--- src/hw/rtl/dge_pkg.sv ---
`timescale 1ns / 1ps
// ----------------------------------------------------------------------------
// dge_pkg
// Shared types, sizes and helpers of the dataflow graph evaluator.
// ----------------------------------------------------------------------------
package dge_pkg;

  localparam int MAX_NODES       = 64;
  localparam int MAX_VALUE_SLOTS = 256;
  localparam int MAX_INPUT_SLOTS = 512;

  localparam int NID_W  = $clog2(MAX_NODES);
  localparam int NCNT_W = $clog2(MAX_NODES + 1);
  localparam int VA_W   = $clog2(MAX_VALUE_SLOTS);
  localparam int VCNT_W = $clog2(MAX_VALUE_SLOTS + 1);
  localparam int IA_W   = $clog2(MAX_INPUT_SLOTS);
  localparam int ICNT_W = $clog2(MAX_INPUT_SLOTS + 1);
  localparam int CLR_DEPTH = (MAX_INPUT_SLOTS > MAX_VALUE_SLOTS) ?
                             MAX_INPUT_SLOTS : MAX_VALUE_SLOTS;
  localparam int CLR_W  = $clog2(CLR_DEPTH);

  localparam int IN_TDATA_W  = 80;
  localparam int OUT_TDATA_W = 48;

  typedef enum logic [2:0] {
    CMD_DEFINE  = 3'd0,
    CMD_CONNECT = 3'd1,
    CMD_SET     = 3'd2,
    CMD_EVAL    = 3'd3,
    CMD_READ    = 3'd4
  } cmd_t;

  typedef enum logic [2:0] {
    FN_CONST   = 3'd0,
    FN_SUM     = 3'd1,
    FN_PROD    = 3'd2,
    FN_SOFTMAX = 3'd3,
    FN_IDENT   = 3'd4,
    FN_RELU    = 3'd5,
    FN_SCALAR  = 3'd6
  } fn_t;

  typedef enum logic [2:0] {
    ST_OK           = 3'd0,
    ST_BAD_FUNCTION = 3'd1,
    ST_TABLE_FULL   = 3'd2,
    ST_SLOTS        = 3'd3,
    ST_RANGE        = 3'd4,
    ST_UNKNOWN      = 3'd5
  } status_t;

  typedef enum logic [3:0] {
    S_CLEAR, S_IDLE, S_DECODE, S_RD_SRC, S_CHECK, S_RD_VAL,
    S_N_RD, S_N_LAT, S_E0, S_E1, S_E2, S_E3, S_E4, S_E5, S_DONE
  } state_t;

  typedef struct packed {
    logic [31:0] value;
    logic [8:0]  target_index;
    logic [5:0]  target_node;
    logic [7:0]  source_index;
    logic [5:0]  source_node;
    logic [8:0]  dimension;
    logic [2:0]  function_code;
    logic [2:0]  command;
  } item_t;

  typedef struct packed {
    logic [31:0] read_value;
    logic [5:0]  node_id;
    status_t     status;
  } result_t;

  typedef struct packed {
    fn_t               fn;
    logic [8:0]        dim;
    logic [ICNT_W-1:0] ib;
    logic [VCNT_W-1:0] ob;
  } node_ent_t;

  typedef struct packed {
    logic            valid;
    logic [VA_W-1:0] idx;
  } wire_ent_t;

  typedef struct packed {
    logic            we;
    logic [NID_W-1:0] waddr;
    node_ent_t       wdata;
    logic [NID_W-1:0] raddr;
  } node_req_t;

  typedef struct packed {
    logic            we;
    logic [IA_W-1:0] waddr;
    wire_ent_t       wdata;
    logic [IA_W-1:0] raddr;
  } wire_req_t;

  typedef struct packed {
    logic            we;
    logic [VA_W-1:0] waddr;
    logic [31:0]     wdata;
    logic [VA_W-1:0] raddr;
  } val_req_t;

  function automatic logic [31:0] inputs_of(input fn_t fn, input logic [8:0] dim);
    logic [31:0] r;
    unique case (fn)
      FN_CONST:                     r = 32'd0;
      FN_SUM, FN_PROD, FN_SCALAR:   r = {22'd0, dim, 1'b0};
      default:                      r = 32'(dim);
    endcase
    return r;
  endfunction

  function automatic logic [31:0] outputs_of(input fn_t fn, input logic [8:0] dim);
    return (fn == FN_SCALAR) ? 32'd1 : 32'(dim);
  endfunction

endpackage

--- src/hw/rtl/dge_alu.sv ---
`timescale 1ns / 1ps
// ----------------------------------------------------------------------------
// dge_alu
// Element unit: saturating sum, Q16.16 product, identity, positive part.
// ----------------------------------------------------------------------------
module dge_alu (
  input  logic              clk,
  input  logic              mul_en,
  input  dge_pkg::fn_t      fn,
  input  logic signed [31:0] a,
  input  logic signed [31:0] b,
  output logic [31:0]       result
);

  logic signed [63:0] prod;
  logic signed [32:0] sum;
  logic signed [47:0] shifted;

  always_ff @(posedge clk) begin
    if (mul_en) begin
      prod <= a * b;
    end
  end

  always_comb begin
    sum     = 33'(a) + 33'(b);
    shifted = prod[63:16];
    unique case (fn)
      dge_pkg::FN_SUM: begin
        if (sum > 33'sh0_7FFF_FFFF) result = 32'h7FFF_FFFF;
        else if (sum < -33'sh0_8000_0000) result = 32'h8000_0000;
        else result = sum[31:0];
      end
      dge_pkg::FN_PROD: begin
        if (shifted > 48'sh7FFF_FFFF) result = 32'h7FFF_FFFF;
        else if (shifted < -48'sh8000_0000) result = 32'h8000_0000;
        else result = shifted[31:0];
      end
      dge_pkg::FN_RELU: result = a[31] ? 32'd0 : a;
      default:          result = a;
    endcase
  end

endmodule

--- src/hw/rtl/dge_ctrl.sv ---
`timescale 1ns / 1ps
// ----------------------------------------------------------------------------
// dge_ctrl
// Command sequencer: node table, wiring and value store access, evaluation.
// ----------------------------------------------------------------------------
module dge_ctrl (
  input  logic                clk,
  input  logic                rst,
  input  logic                in_valid,
  output logic                in_ready,
  input  dge_pkg::item_t      in_item,
  output logic                res_valid,
  input  logic                res_ready,
  output dge_pkg::result_t    res,
  output dge_pkg::node_req_t  node_req,
  input  dge_pkg::node_ent_t  node_rdata,
  output dge_pkg::wire_req_t  wire_req,
  input  dge_pkg::wire_ent_t  wire_rdata,
  output dge_pkg::val_req_t   val_req,
  input  logic [31:0]         val_rdata
);

  dge_pkg::state_t state, state_next;
  dge_pkg::item_t  itm;
  dge_pkg::node_ent_t src, ent;
  logic [dge_pkg::NCNT_W-1:0] node_count;
  logic [dge_pkg::ICNT_W-1:0] in_used;
  logic [dge_pkg::VCNT_W-1:0] val_used;
  logic [dge_pkg::NCNT_W-1:0] k;
  logic [8:0]  i;
  logic [dge_pkg::CLR_W-1:0] clr_cnt;
  logic        a_ok, b_ok, a_hit, b_hit;
  logic [31:0] opa, opb;
  logic [31:0] alu_res;

  dge_pkg::cmd_t cmd;
  logic [31:0] ni, no, src_no, tgt_ni, vs, slot_c, a_slot, b_slot, oaddr;
  logic        unknown, range_err, def_ok, elem_end, skip_node, is_unary;
  dge_pkg::status_t def_status;
  dge_pkg::status_t dec_status;

  dge_alu u_alu (
    .clk    (clk),
    .mul_en (state == dge_pkg::S_E4),
    .fn     (ent.fn),
    .a      (opa),
    .b      (opb),
    .result (alu_res)
  );

  always_comb begin
    cmd    = dge_pkg::cmd_t'(itm.command);
    ni     = dge_pkg::inputs_of(dge_pkg::fn_t'(itm.function_code), itm.dimension);
    no     = dge_pkg::outputs_of(dge_pkg::fn_t'(itm.function_code), itm.dimension);
    if (itm.function_code > 3'(dge_pkg::FN_SCALAR)) def_status = dge_pkg::ST_BAD_FUNCTION;
    else if (32'(node_count) >= dge_pkg::MAX_NODES) def_status = dge_pkg::ST_TABLE_FULL;
    else if (32'(in_used) + ni > dge_pkg::MAX_INPUT_SLOTS ||
             32'(val_used) + no > dge_pkg::MAX_VALUE_SLOTS) def_status = dge_pkg::ST_SLOTS;
    else def_status = dge_pkg::ST_OK;
    def_ok  = (def_status == dge_pkg::ST_OK);
    unknown = (32'(itm.source_node) >= 32'(node_count)) ||
              (cmd == dge_pkg::CMD_CONNECT && 32'(itm.target_node) >= 32'(node_count));
    unique case (cmd)
      dge_pkg::CMD_DEFINE: dec_status = def_status;
      dge_pkg::CMD_CONNECT, dge_pkg::CMD_SET, dge_pkg::CMD_READ:
        dec_status = unknown ? dge_pkg::ST_UNKNOWN : dge_pkg::ST_OK;
      default: dec_status = dge_pkg::ST_OK;
    endcase
    src_no  = dge_pkg::outputs_of(src.fn, src.dim);
    tgt_ni  = dge_pkg::inputs_of(node_rdata.fn, node_rdata.dim);
    vs      = 32'(src.ob) + 32'(itm.source_index);
    slot_c  = 32'(node_rdata.ib) + 32'(itm.target_index);
    range_err = (32'(itm.source_index) >= src_no) || (vs >= dge_pkg::MAX_VALUE_SLOTS) ||
                (cmd == dge_pkg::CMD_CONNECT &&
                 (32'(itm.target_index) >= tgt_ni || slot_c >= dge_pkg::MAX_INPUT_SLOTS));
    is_unary  = (ent.fn == dge_pkg::FN_IDENT) || (ent.fn == dge_pkg::FN_RELU);
    a_slot    = is_unary ? 32'(ent.ib) + 32'(i) : 32'(ent.ib) + {22'd0, i, 1'b0};
    b_slot    = a_slot + 32'd1;
    oaddr     = 32'(ent.ob) + 32'(i);
    elem_end  = (32'(i) >= 32'(ent.dim)) || (oaddr >= dge_pkg::MAX_VALUE_SLOTS);
    skip_node = (node_rdata.fn == dge_pkg::FN_CONST) ||
                (node_rdata.fn == dge_pkg::FN_SOFTMAX) ||
                (node_rdata.fn == dge_pkg::FN_SCALAR);
  end

  // next state
  always_comb begin
    state_next = state;
    unique case (state)
      dge_pkg::S_CLEAR: if (32'(clr_cnt) == dge_pkg::CLR_DEPTH - 1) state_next = dge_pkg::S_IDLE;
      dge_pkg::S_IDLE:  if (in_valid) state_next = dge_pkg::S_DECODE;
      dge_pkg::S_DECODE: begin
        unique case (cmd)
          dge_pkg::CMD_CONNECT, dge_pkg::CMD_SET, dge_pkg::CMD_READ:
            state_next = unknown ? dge_pkg::S_DONE : dge_pkg::S_RD_SRC;
          dge_pkg::CMD_EVAL: state_next = dge_pkg::S_N_RD;
          default:           state_next = dge_pkg::S_DONE;
        endcase
      end
      dge_pkg::S_RD_SRC: state_next = dge_pkg::S_CHECK;
      dge_pkg::S_CHECK:
        state_next = (!range_err && cmd == dge_pkg::CMD_READ) ? dge_pkg::S_RD_VAL
                                                               : dge_pkg::S_DONE;
      dge_pkg::S_RD_VAL: state_next = dge_pkg::S_DONE;
      dge_pkg::S_N_RD:
        state_next = (k >= node_count) ? dge_pkg::S_DONE : dge_pkg::S_N_LAT;
      dge_pkg::S_N_LAT: state_next = skip_node ? dge_pkg::S_N_RD : dge_pkg::S_E0;
      dge_pkg::S_E0: state_next = elem_end ? dge_pkg::S_N_RD : dge_pkg::S_E1;
      dge_pkg::S_E1: state_next = dge_pkg::S_E2;
      dge_pkg::S_E2: state_next = dge_pkg::S_E3;
      dge_pkg::S_E3: state_next = dge_pkg::S_E4;
      dge_pkg::S_E4: state_next = dge_pkg::S_E5;
      dge_pkg::S_E5: state_next = dge_pkg::S_E0;
      dge_pkg::S_DONE: if (res_ready) state_next = dge_pkg::S_IDLE;
      default: state_next = dge_pkg::S_IDLE;
    endcase
  end

  // memory requests and handshake
  always_comb begin
    in_ready  = (state == dge_pkg::S_IDLE);
    res_valid = (state == dge_pkg::S_DONE);

    node_req.we       = (state == dge_pkg::S_DECODE) && (cmd == dge_pkg::CMD_DEFINE) && def_ok;
    node_req.waddr    = node_count[dge_pkg::NID_W-1:0];
    node_req.wdata.fn = dge_pkg::fn_t'(itm.function_code);
    node_req.wdata.dim = itm.dimension;
    node_req.wdata.ib = in_used;
    node_req.wdata.ob = val_used;
    unique case (state)
      dge_pkg::S_DECODE: node_req.raddr = dge_pkg::NID_W'(itm.source_node);
      dge_pkg::S_RD_SRC: node_req.raddr = dge_pkg::NID_W'(itm.target_node);
      default:           node_req.raddr = k[dge_pkg::NID_W-1:0];
    endcase

    wire_req.we    = 1'b0;
    wire_req.waddr = slot_c[dge_pkg::IA_W-1:0];
    wire_req.wdata.valid = 1'b1;
    wire_req.wdata.idx   = vs[dge_pkg::VA_W-1:0];
    wire_req.raddr = (state == dge_pkg::S_E1) ? b_slot[dge_pkg::IA_W-1:0]
                                              : a_slot[dge_pkg::IA_W-1:0];

    val_req.we    = 1'b0;
    val_req.waddr = vs[dge_pkg::VA_W-1:0];
    val_req.wdata = itm.value;
    val_req.raddr = (state == dge_pkg::S_CHECK) ? vs[dge_pkg::VA_W-1:0] : wire_rdata.idx;

    unique case (state)
      dge_pkg::S_CLEAR: begin
        wire_req.we    = (32'(clr_cnt) < dge_pkg::MAX_INPUT_SLOTS);
        wire_req.waddr = clr_cnt[dge_pkg::IA_W-1:0];
        wire_req.wdata = '0;
        val_req.we     = (32'(clr_cnt) < dge_pkg::MAX_VALUE_SLOTS);
        val_req.waddr  = clr_cnt[dge_pkg::VA_W-1:0];
        val_req.wdata  = '0;
      end
      dge_pkg::S_CHECK: begin
        wire_req.we = !range_err && (cmd == dge_pkg::CMD_CONNECT);
        val_req.we  = !range_err && (cmd == dge_pkg::CMD_SET);
      end
      dge_pkg::S_E5: begin
        val_req.we    = 1'b1;
        val_req.waddr = oaddr[dge_pkg::VA_W-1:0];
        val_req.wdata = alu_res;
      end
      default: ;
    endcase
  end

  always_ff @(posedge clk) begin
    if (rst) begin
      state      <= dge_pkg::S_CLEAR;
      clr_cnt    <= '0;
      node_count <= '0;
      in_used    <= '0;
      val_used   <= '0;
    end else begin
      state <= state_next;
      unique case (state)
        dge_pkg::S_CLEAR: clr_cnt <= clr_cnt + 1'b1;
        dge_pkg::S_IDLE: if (in_valid) itm <= in_item;
        dge_pkg::S_DECODE: begin
          k              <= '0;
          res.status     <= dec_status;
          res.node_id    <= (cmd == dge_pkg::CMD_DEFINE && def_ok) ? 6'(node_count) : 6'd0;
          res.read_value <= '0;
          if (cmd == dge_pkg::CMD_DEFINE && def_ok) begin
            node_count <= node_count + 1'b1;
            in_used    <= in_used + dge_pkg::ICNT_W'(ni);
            val_used   <= val_used + dge_pkg::VCNT_W'(no);
          end
        end
        dge_pkg::S_RD_SRC: src <= node_rdata;
        dge_pkg::S_CHECK: if (range_err) res.status <= dge_pkg::ST_RANGE;
        dge_pkg::S_RD_VAL: res.read_value <= val_rdata;
        dge_pkg::S_N_LAT: begin
          ent <= node_rdata;
          i   <= '0;
          if (skip_node) k <= k + 1'b1;
        end
        dge_pkg::S_E0: begin
          a_ok <= a_slot < dge_pkg::MAX_INPUT_SLOTS;
          b_ok <= b_slot < dge_pkg::MAX_INPUT_SLOTS;
          if (elem_end) k <= k + 1'b1;
        end
        dge_pkg::S_E1: a_hit <= a_ok && wire_rdata.valid;
        dge_pkg::S_E2: begin
          opa   <= a_hit ? val_rdata : 32'd0;
          b_hit <= b_ok && wire_rdata.valid;
        end
        dge_pkg::S_E3: opb <= b_hit ? val_rdata : 32'd0;
        dge_pkg::S_E5: i <= i + 1'b1;
        default: ;
      endcase
    end
  end

`ifndef ASSERT_OFF
  a_def_room: assert property (@(posedge clk) disable iff (rst)
    node_req.we |-> 32'(node_count) < dge_pkg::MAX_NODES)
    else $error("node defined into a full table");
  a_used_bound: assert property (@(posedge clk) disable iff (rst)
    32'(in_used) <= dge_pkg::MAX_INPUT_SLOTS && 32'(val_used) <= dge_pkg::MAX_VALUE_SLOTS)
    else $error("slot usage beyond capacity");
  a_wire_valid: assert property (@(posedge clk) disable iff (rst)
    wire_req.we && state != dge_pkg::S_CLEAR |-> wire_req.wdata.valid)
    else $error("connect wrote an unconnected entry");
  a_err_clean: assert property (@(posedge clk) disable iff (rst)
    res_valid && res.status != dge_pkg::ST_OK |-> res.node_id == 6'd0 && res.read_value == 32'd0)
    else $error("error result carries payload");
  a_no_accept_busy: assert property (@(posedge clk) disable iff (rst)
    in_ready |=> state == dge_pkg::S_IDLE || state == dge_pkg::S_DECODE)
    else $error("item accepted outside idle");
`endif

endmodule

--- config.mk ---
export PLATFORM = sky130hd
export DESIGN_NAME = dge_ctrl
export DESIGN_NICKNAME = d
export VERILOG_FILES = /design/src/hw/rtl/dge_pkg.sv /design/src/hw/rtl/dge_alu.sv /design/src/hw/rtl/dge_ctrl.sv
export SDC_FILE = /design/constraint.sdc
export NUM_CORES = 2
export LEC_CHECK = 0
export BUFFER_PORTS_ARGS = -buffer_cell sky130_fd_sc_hd__buf_2
export CORE_MARGIN = 2
export CORE_UTILIZATION = 32
export DETAILED_ROUTE_END_ITERATION = 6
export HOLD_SLACK_MARGIN = 0.03
export PLACE_DENSITY = 0.52
export SLEW_MARGIN = 20
export SYNTH_ARGS = -nofsm -noshare
export SYNTH_HDL_FRONTEND = slang
export SYNTH_SLANG_ARGS = --single-unit
--- constraint.sdc ---
create_clock -name clk -period 24.3 [get_ports clk]
set_clock_uncertainty 0.2 [all_clocks]
set_input_delay 1.215 -clock clk [delete_from_list [all_inputs] [get_ports clk]]
set_output_delay 1.215 -clock clk [all_outputs]
set_load 0.02 [all_outputs]
### Yosys cells after proc, flatten, opt, wreduce, memory -nomap -nowiden

Index checks and enable logic that the tools add are counted.

* $add $sub $neg: 15
* multiply operators: 1
* magnitude comparators: 20
* equal/unequal tests: 37
* mux-type cells: 40
* bitwise gates (word level): 1
* reductions and logical operators: 46

Operator list (number)
* $mux 32: 4
* $pmux 32 s3: 1
* $pmux 40 s2: 1
* $mul 32x32->64: 1
* $pmux 32 s2: 1
* $pmux 4 s15: 1
* $gt 48x32->1 const B: 1
* $lt 48x32->1 const B: 1
* $pmux 10 s2: 2
* $add 32x32->33: 1
* $gt 33x32->1 const B: 1
* $lt 33x32->1 const B: 1
* $add 10x32->32: 1
* $ge 9x32->1: 1
* $gt 32x10->1 const B: 1
* $mux 4: 8
* $mux 31: 1
* $eq 4x4->1 const B: 7
* $mux 9: 3
* $add 10x9->11: 2
* $pmux 7 s3: 1
* $add 9x9->10: 2
* $ge 10x9->1 const B: 2
* $reduce_and 2->1: 10
* 50 further kinds: 105

* bits in registers: 356
* bits of input ports: 152
* output and inout bits: 164
* logic and storage cells: 192

### Depth between registers and ports, before layout

* depth in word-level cells: 12
* gate-level depth with buffers: 30
* gate-level depth less buffers: 28

### By module

A second synthesis with hierarchy kept.

* cells, all modules: 5807
* area total of the unflattened synthesis: 56098.8 µm²

By module, submodules not included
* dge_alu: times used 1, cells each 4379, area an instance 40138.5 µm², seq. area each 1441.4 µm²
* dge_ctrl: times used 1, cells each 1428, area an instance 15960.3 µm², seq. area each 8378.0 µm²

### Worst setup path after synthesis

OpenSTA, ideal clock, no wires.

* path kind: register to register
* start: reg opa[31]
* end: reg u_alu.prod[63], data pin
* setup time: 0.260 ns
* arrival time: 7.978 ns
* required time: 23.840 ns
* path slack: 15.862 ns
* cell stages (with the launch flop): 30
* path buffers: 2
* period minus slack after synthesis: 8.438 ns
* path through: edfxtp_1 -> clkbuf_1 -> clkbuf_1 -> nand2_1 -> inv_1 -> fa_1 -> inv_1 -> fa_1 -> inv_1 -> fa_1 -> fa_1 -> inv_1 -> fa_1 -> inv_1 -> fa_1 -> inv_1 -> fa_1 -> inv_1 -> fa_1 -> ha_1 -> a21o_1 -> a21o_1 -> a21o_1 -> a21o_1 -> a21oi_1 -> nor2b_1 -> o21ai_0 -> nand2b_1 -> a221oi_2 -> xnor2_1

* word-level cells in the longest chain between the ends: 1

Ends and longest elaborated chain
* from (decl): RTL line dge_ctrl.sv:33 `logic [31:0] opa, opb;`
* from (signal assigned): RTL line dge_ctrl.sv:208 `opa <= a_hit ? val_rdata : 32'd0;`
* $mul 32x32->64: RTL line dge_alu.sv:21 `prod <= a * b;`
* to (signal assigned): RTL line dge_alu.sv:21
* to (decl): RTL line dge_alu.sv:15 `logic signed [63:0] prod;`

No other way between the ends.
A chain may end at the register's enable or synchronous reset.

### Final worst setup path

* start: reg opb[6]
* end: reg u_alu.prod[57], data pin

* word-level cells in the longest chain between the ends: 1

Ends and longest elaborated chain
* from (decl): RTL line dge_ctrl.sv:33
* from (signal assigned): RTL line dge_ctrl.sv:211 `dge_pkg::S_E3: opb <= b_hit ? val_rdata : 32'd0;`
* $mul 32x32->64: RTL line dge_alu.sv:21

No other way between the ends.

==> flow_summary.json <==
{
  "status": "complete, no violations",
  "drt-total-wl_um": 174000,
  "initial_core_util_pct": 32.3,
  "drive_above_1_share_pct": 8.92,
  "ys_ff_latch": 340,
  "syn-instance-count": 5698,
  "fp.dieH_um": 421,
  "final_max_slew_viol_count": 0,
  "final_common_cell": "inv_1",
  "dp.cells": 8120,
  "ant_nets": 0,
  "gp_congestion": 0.896,
  "layout_common_cells": "inv_1 (1,119), fa_1 (1,089), nand2_1 (651)",
  "route.met2.wl_um": 86300,
  "synth_xor_area_share_pct": 2.54,
  "fin_cells": 8202,
  "dp_slack_ps": 14950,
  "worstSetupStartpointType": "register",
  "grt_max_degree": 57,
  "power_frac_seq_pct": 15.6,
  "final_cell_area_um2": 61100,
  "synth_mux_area_share_pct": 0.585,
  "antenna_found_initial": 10,
  "crit_slowest_cell": "fa_1",
  "fin_util_pct": 35.5,
  "holdBufCountCts": 0,
  "vdd_drop_max_mv": 0.136,
  "routed.top_layer": "met5",
  "synth-simple-area-share_pct": 15.1,
  "arrival_ps": 9540,
  "maxCapViolations": 0,
  "cts_resized": 0,
  "synth_top_family_by_area": "adder cells",
  "min_period_over_period_pct": 38.7,
  "cp_top_family": "adder cells",
  "clk_root_buffer_cell": "clkbuf_16",
  "crit_path_end_kind": "register",
  "numCtsBuffers": 43,
  "synthArstFlopShare_pct": 0,
  "vias": 39989,
  "grt-ovfl-total": 0,
  "power_density_nw_per_um2": 94.9,
  "switching_share_pct": 50.1,
  "cp.required_ps": 24430,
  "crit_buf_inv": 8,
  "die_area_um2": 177000,
  "tightest_slew_ps": 1090,
  "finalSetupViolCount": 0,
  "drt-pass1-iter-count": 5,
  "synth_area_per_cell_um2": 9.75,
  "synth_area_leaders": "fa_1 (39%), edfxtp_1 (16%), inv_1 (7.6%)",
  "synth_compound_area_share_pct": 7.72,
  "grt_pass1_vias": 43253,
  "setup_slack_ps": 14890,
  "combPwrFrac_pct": 72.9,
  "crit_type": "reg2reg",
  "grt_pass1_wl_um": 270000,
  "wl_per_cell_um": 21.2,
  "placementRows": 152,
  "synth_enable_flop_cells": 301,
  "min_period_ps": 9410,
  "clock.fmax_mhz": 106,
  "track_usage_pct": 20.2,
  "finalSetupTns_ps": 0,
  "cts.sinks": 340,
  "area_delta_synth_final_pct": 9.90,
  "maxSlewHeadroom_pct": 27.2,
  "port_buffers": 315,
  "crit_fanout": 17,
  "netlist_area_um2": 55600,
  "cts_tree": "done",
  "clock_path_buffers": 3,
  "intPower_w": 0.00289,
  "synth_top_area_share_pct": 39.2,
  "hold_path_class": "reg2reg",
  "syn-num-nets": 7267,
  "synth_ff_type": "edfxtp_1",
  "die-width_um": 421,
  "p_clk_share_pct": 11.5,
  "core_um2": 172000,
  "p_sw_w": 0.00290,
  "vias_per_cell": 4.88,
  "drc": 0,
  "io_pins": 316,
  "fin_nets": 7424,
  "max_stage_delay_ps": 950,
  "insertion_delay_ps": 610,
  "cts.htree.levels": 2,
  "synth_cell_type_count": 89,
  "cpMostUsedCell": "fa_1",
  "clk_pin_slew_ps": 70,
  "wl_met3_um": 8690,
  "placed_area_um2": 59600,
  "leakagePower_nw": 28.6,
  "drtIter0Drc": 2594,
  "yosys.area.top_type": "fa_1",
  "wl_met1_um": 73000,
  "ff2ff_setup_slack_ps": 14890,
  "synthAdderAreaFrac_pct": 46.6,
  "cts_setup_buffers": 0,
  "yosysWarnings": 0,
  "yosysSeqAreaShare_pct": 17.7,
  "dpl.hpwl_um": 138000,
  "final-hold-violation-count": 0,
  "grt_setup_unrepaired": "no"
}
==> worst paths after layout <==
check	start	end	cells past startpoint
hold / removal	val_used[2]$_SDFFE_PP0P_	val_used[2]$_SDFFE_PP0P_	2
hold reg to reg	val_used[2]$_SDFFE_PP0P_	val_used[2]$_SDFFE_PP0P_	2
setup / recovery	opb[6]$_SDFFCE_PN0P_	u_alu.prod[57]$_DFFE_PP_	27
setup reg to reg	opb[6]$_SDFFCE_PN0P_	u_alu.prod[57]$_DFFE_PP_	27
==> worst register-to-register path: stages, from the launching register on <==
cell	delay, ps
edfxtp_1	790
buf_4	350
nand2_1	130
inv_1	110
fa_1	420
inv_1	210
fa_1	540
inv_1	190
fa_1	490
fa_1	950
inv_1	510
fa_1	650
inv_1	60
fa_1	460
fa_1	540
inv_1	50
fa_1	530
inv_1	40
ha_1	340
nand2_1	80
nand2_1	50
a21oi_1	160
nor2b_1	140
nand3_1	120
a31oi_2	410
nor3_1	100
or3_1	330
xor2_1	150
==> cells in the mapped netlist, drive strengths merged (5+ instances only) <==
master,number
nand3,48
o221ai,5
dfxtp,39
o31ai,8
a21boi,6
a31oi,20
a311oi,5
o21bai,32
nand2b,38
ha,328
nor2,179
nor4,16
a21oi,242
o211ai,15
o21ai,100
o21a,11
a221oi,25
a21o,93
nor2b,28
and2,616
fa,1089
or3,8
xnor2,98
edfxtp,301
a211o,5
nand3b,6
xor2,63
nand2,652
mux2i,28
a222oi,8
or2,6
a211oi,12
and3,11
buf,35
a41oi,5
clkbuf,262
a2111oi,14
inv,1120
a22o,10
nor3,32
nand4,26
==> kinds of logic after synthesis <==
kind of cell / Yosys count
DFF: 340
muxes: 32
xor gates and xnor gates: 161
AOI/OAI and AO/OA: 649
and+or+nand+nor: 1682
adders and majority gates: 1417
buffers and inverters: 1417
==> per-layer routing <==
layer | vias to the layer above | global-route usage (%)
met1 | 20772 | 26.2
met3 | 230 | 2.32
met5 | - | 0
met2 | 1073 | 35.1
met4 | 6 | 5.99
li1 | 17908 | -
==> layout make-up <==
class	count	area (um2)
Fill cell	17603	111000
Sequential cell	340	9820
Antenna cell	4	10.0
Inverter	1120	4200
Clock inverter	29	330
Timing Repair Buffer	409	2290
Multi-Input combinational cell	3941	40400
Clock buffer	49	1110
Tap cell	2310	2890
==> through the flow <==
stage	power, W	hold WS [ps]
CTS	0.00581	287
finish	0.00580	287
detailed placement	0.00508	278
global placement	0.00510	273
floorplan	0.00389	267
global route	0.00632	303
==> power by group through the flow <==
stage | combinational [W] | clock [W] | sequential [W]
floorplan | 0.00298 | 0 | 0.000909
global placement | 0.00419 | 0 | 0.000914
detailed placement | 0.00417 | 0 | 0.000913
CTS | 0.00423 | 0.000684 | 0.000902
global route | 0.00471 | 0.000703 | 0.000907
finish | 0.00423 | 0.000668 | 0.000902
==> flip-flops by register name, indices dropped and copies added, names as in the netlist, 7 cells and up <==
register    count
k               7
ent            31
res            41
i               9
itm            61
opb            32
node_count      7
opa            32
node_req       12
u_alu.prod     48
src            21
in_used        10
val_used        9
clr_cnt         9
No activity file was read; power rests on OpenSTA's default activity.
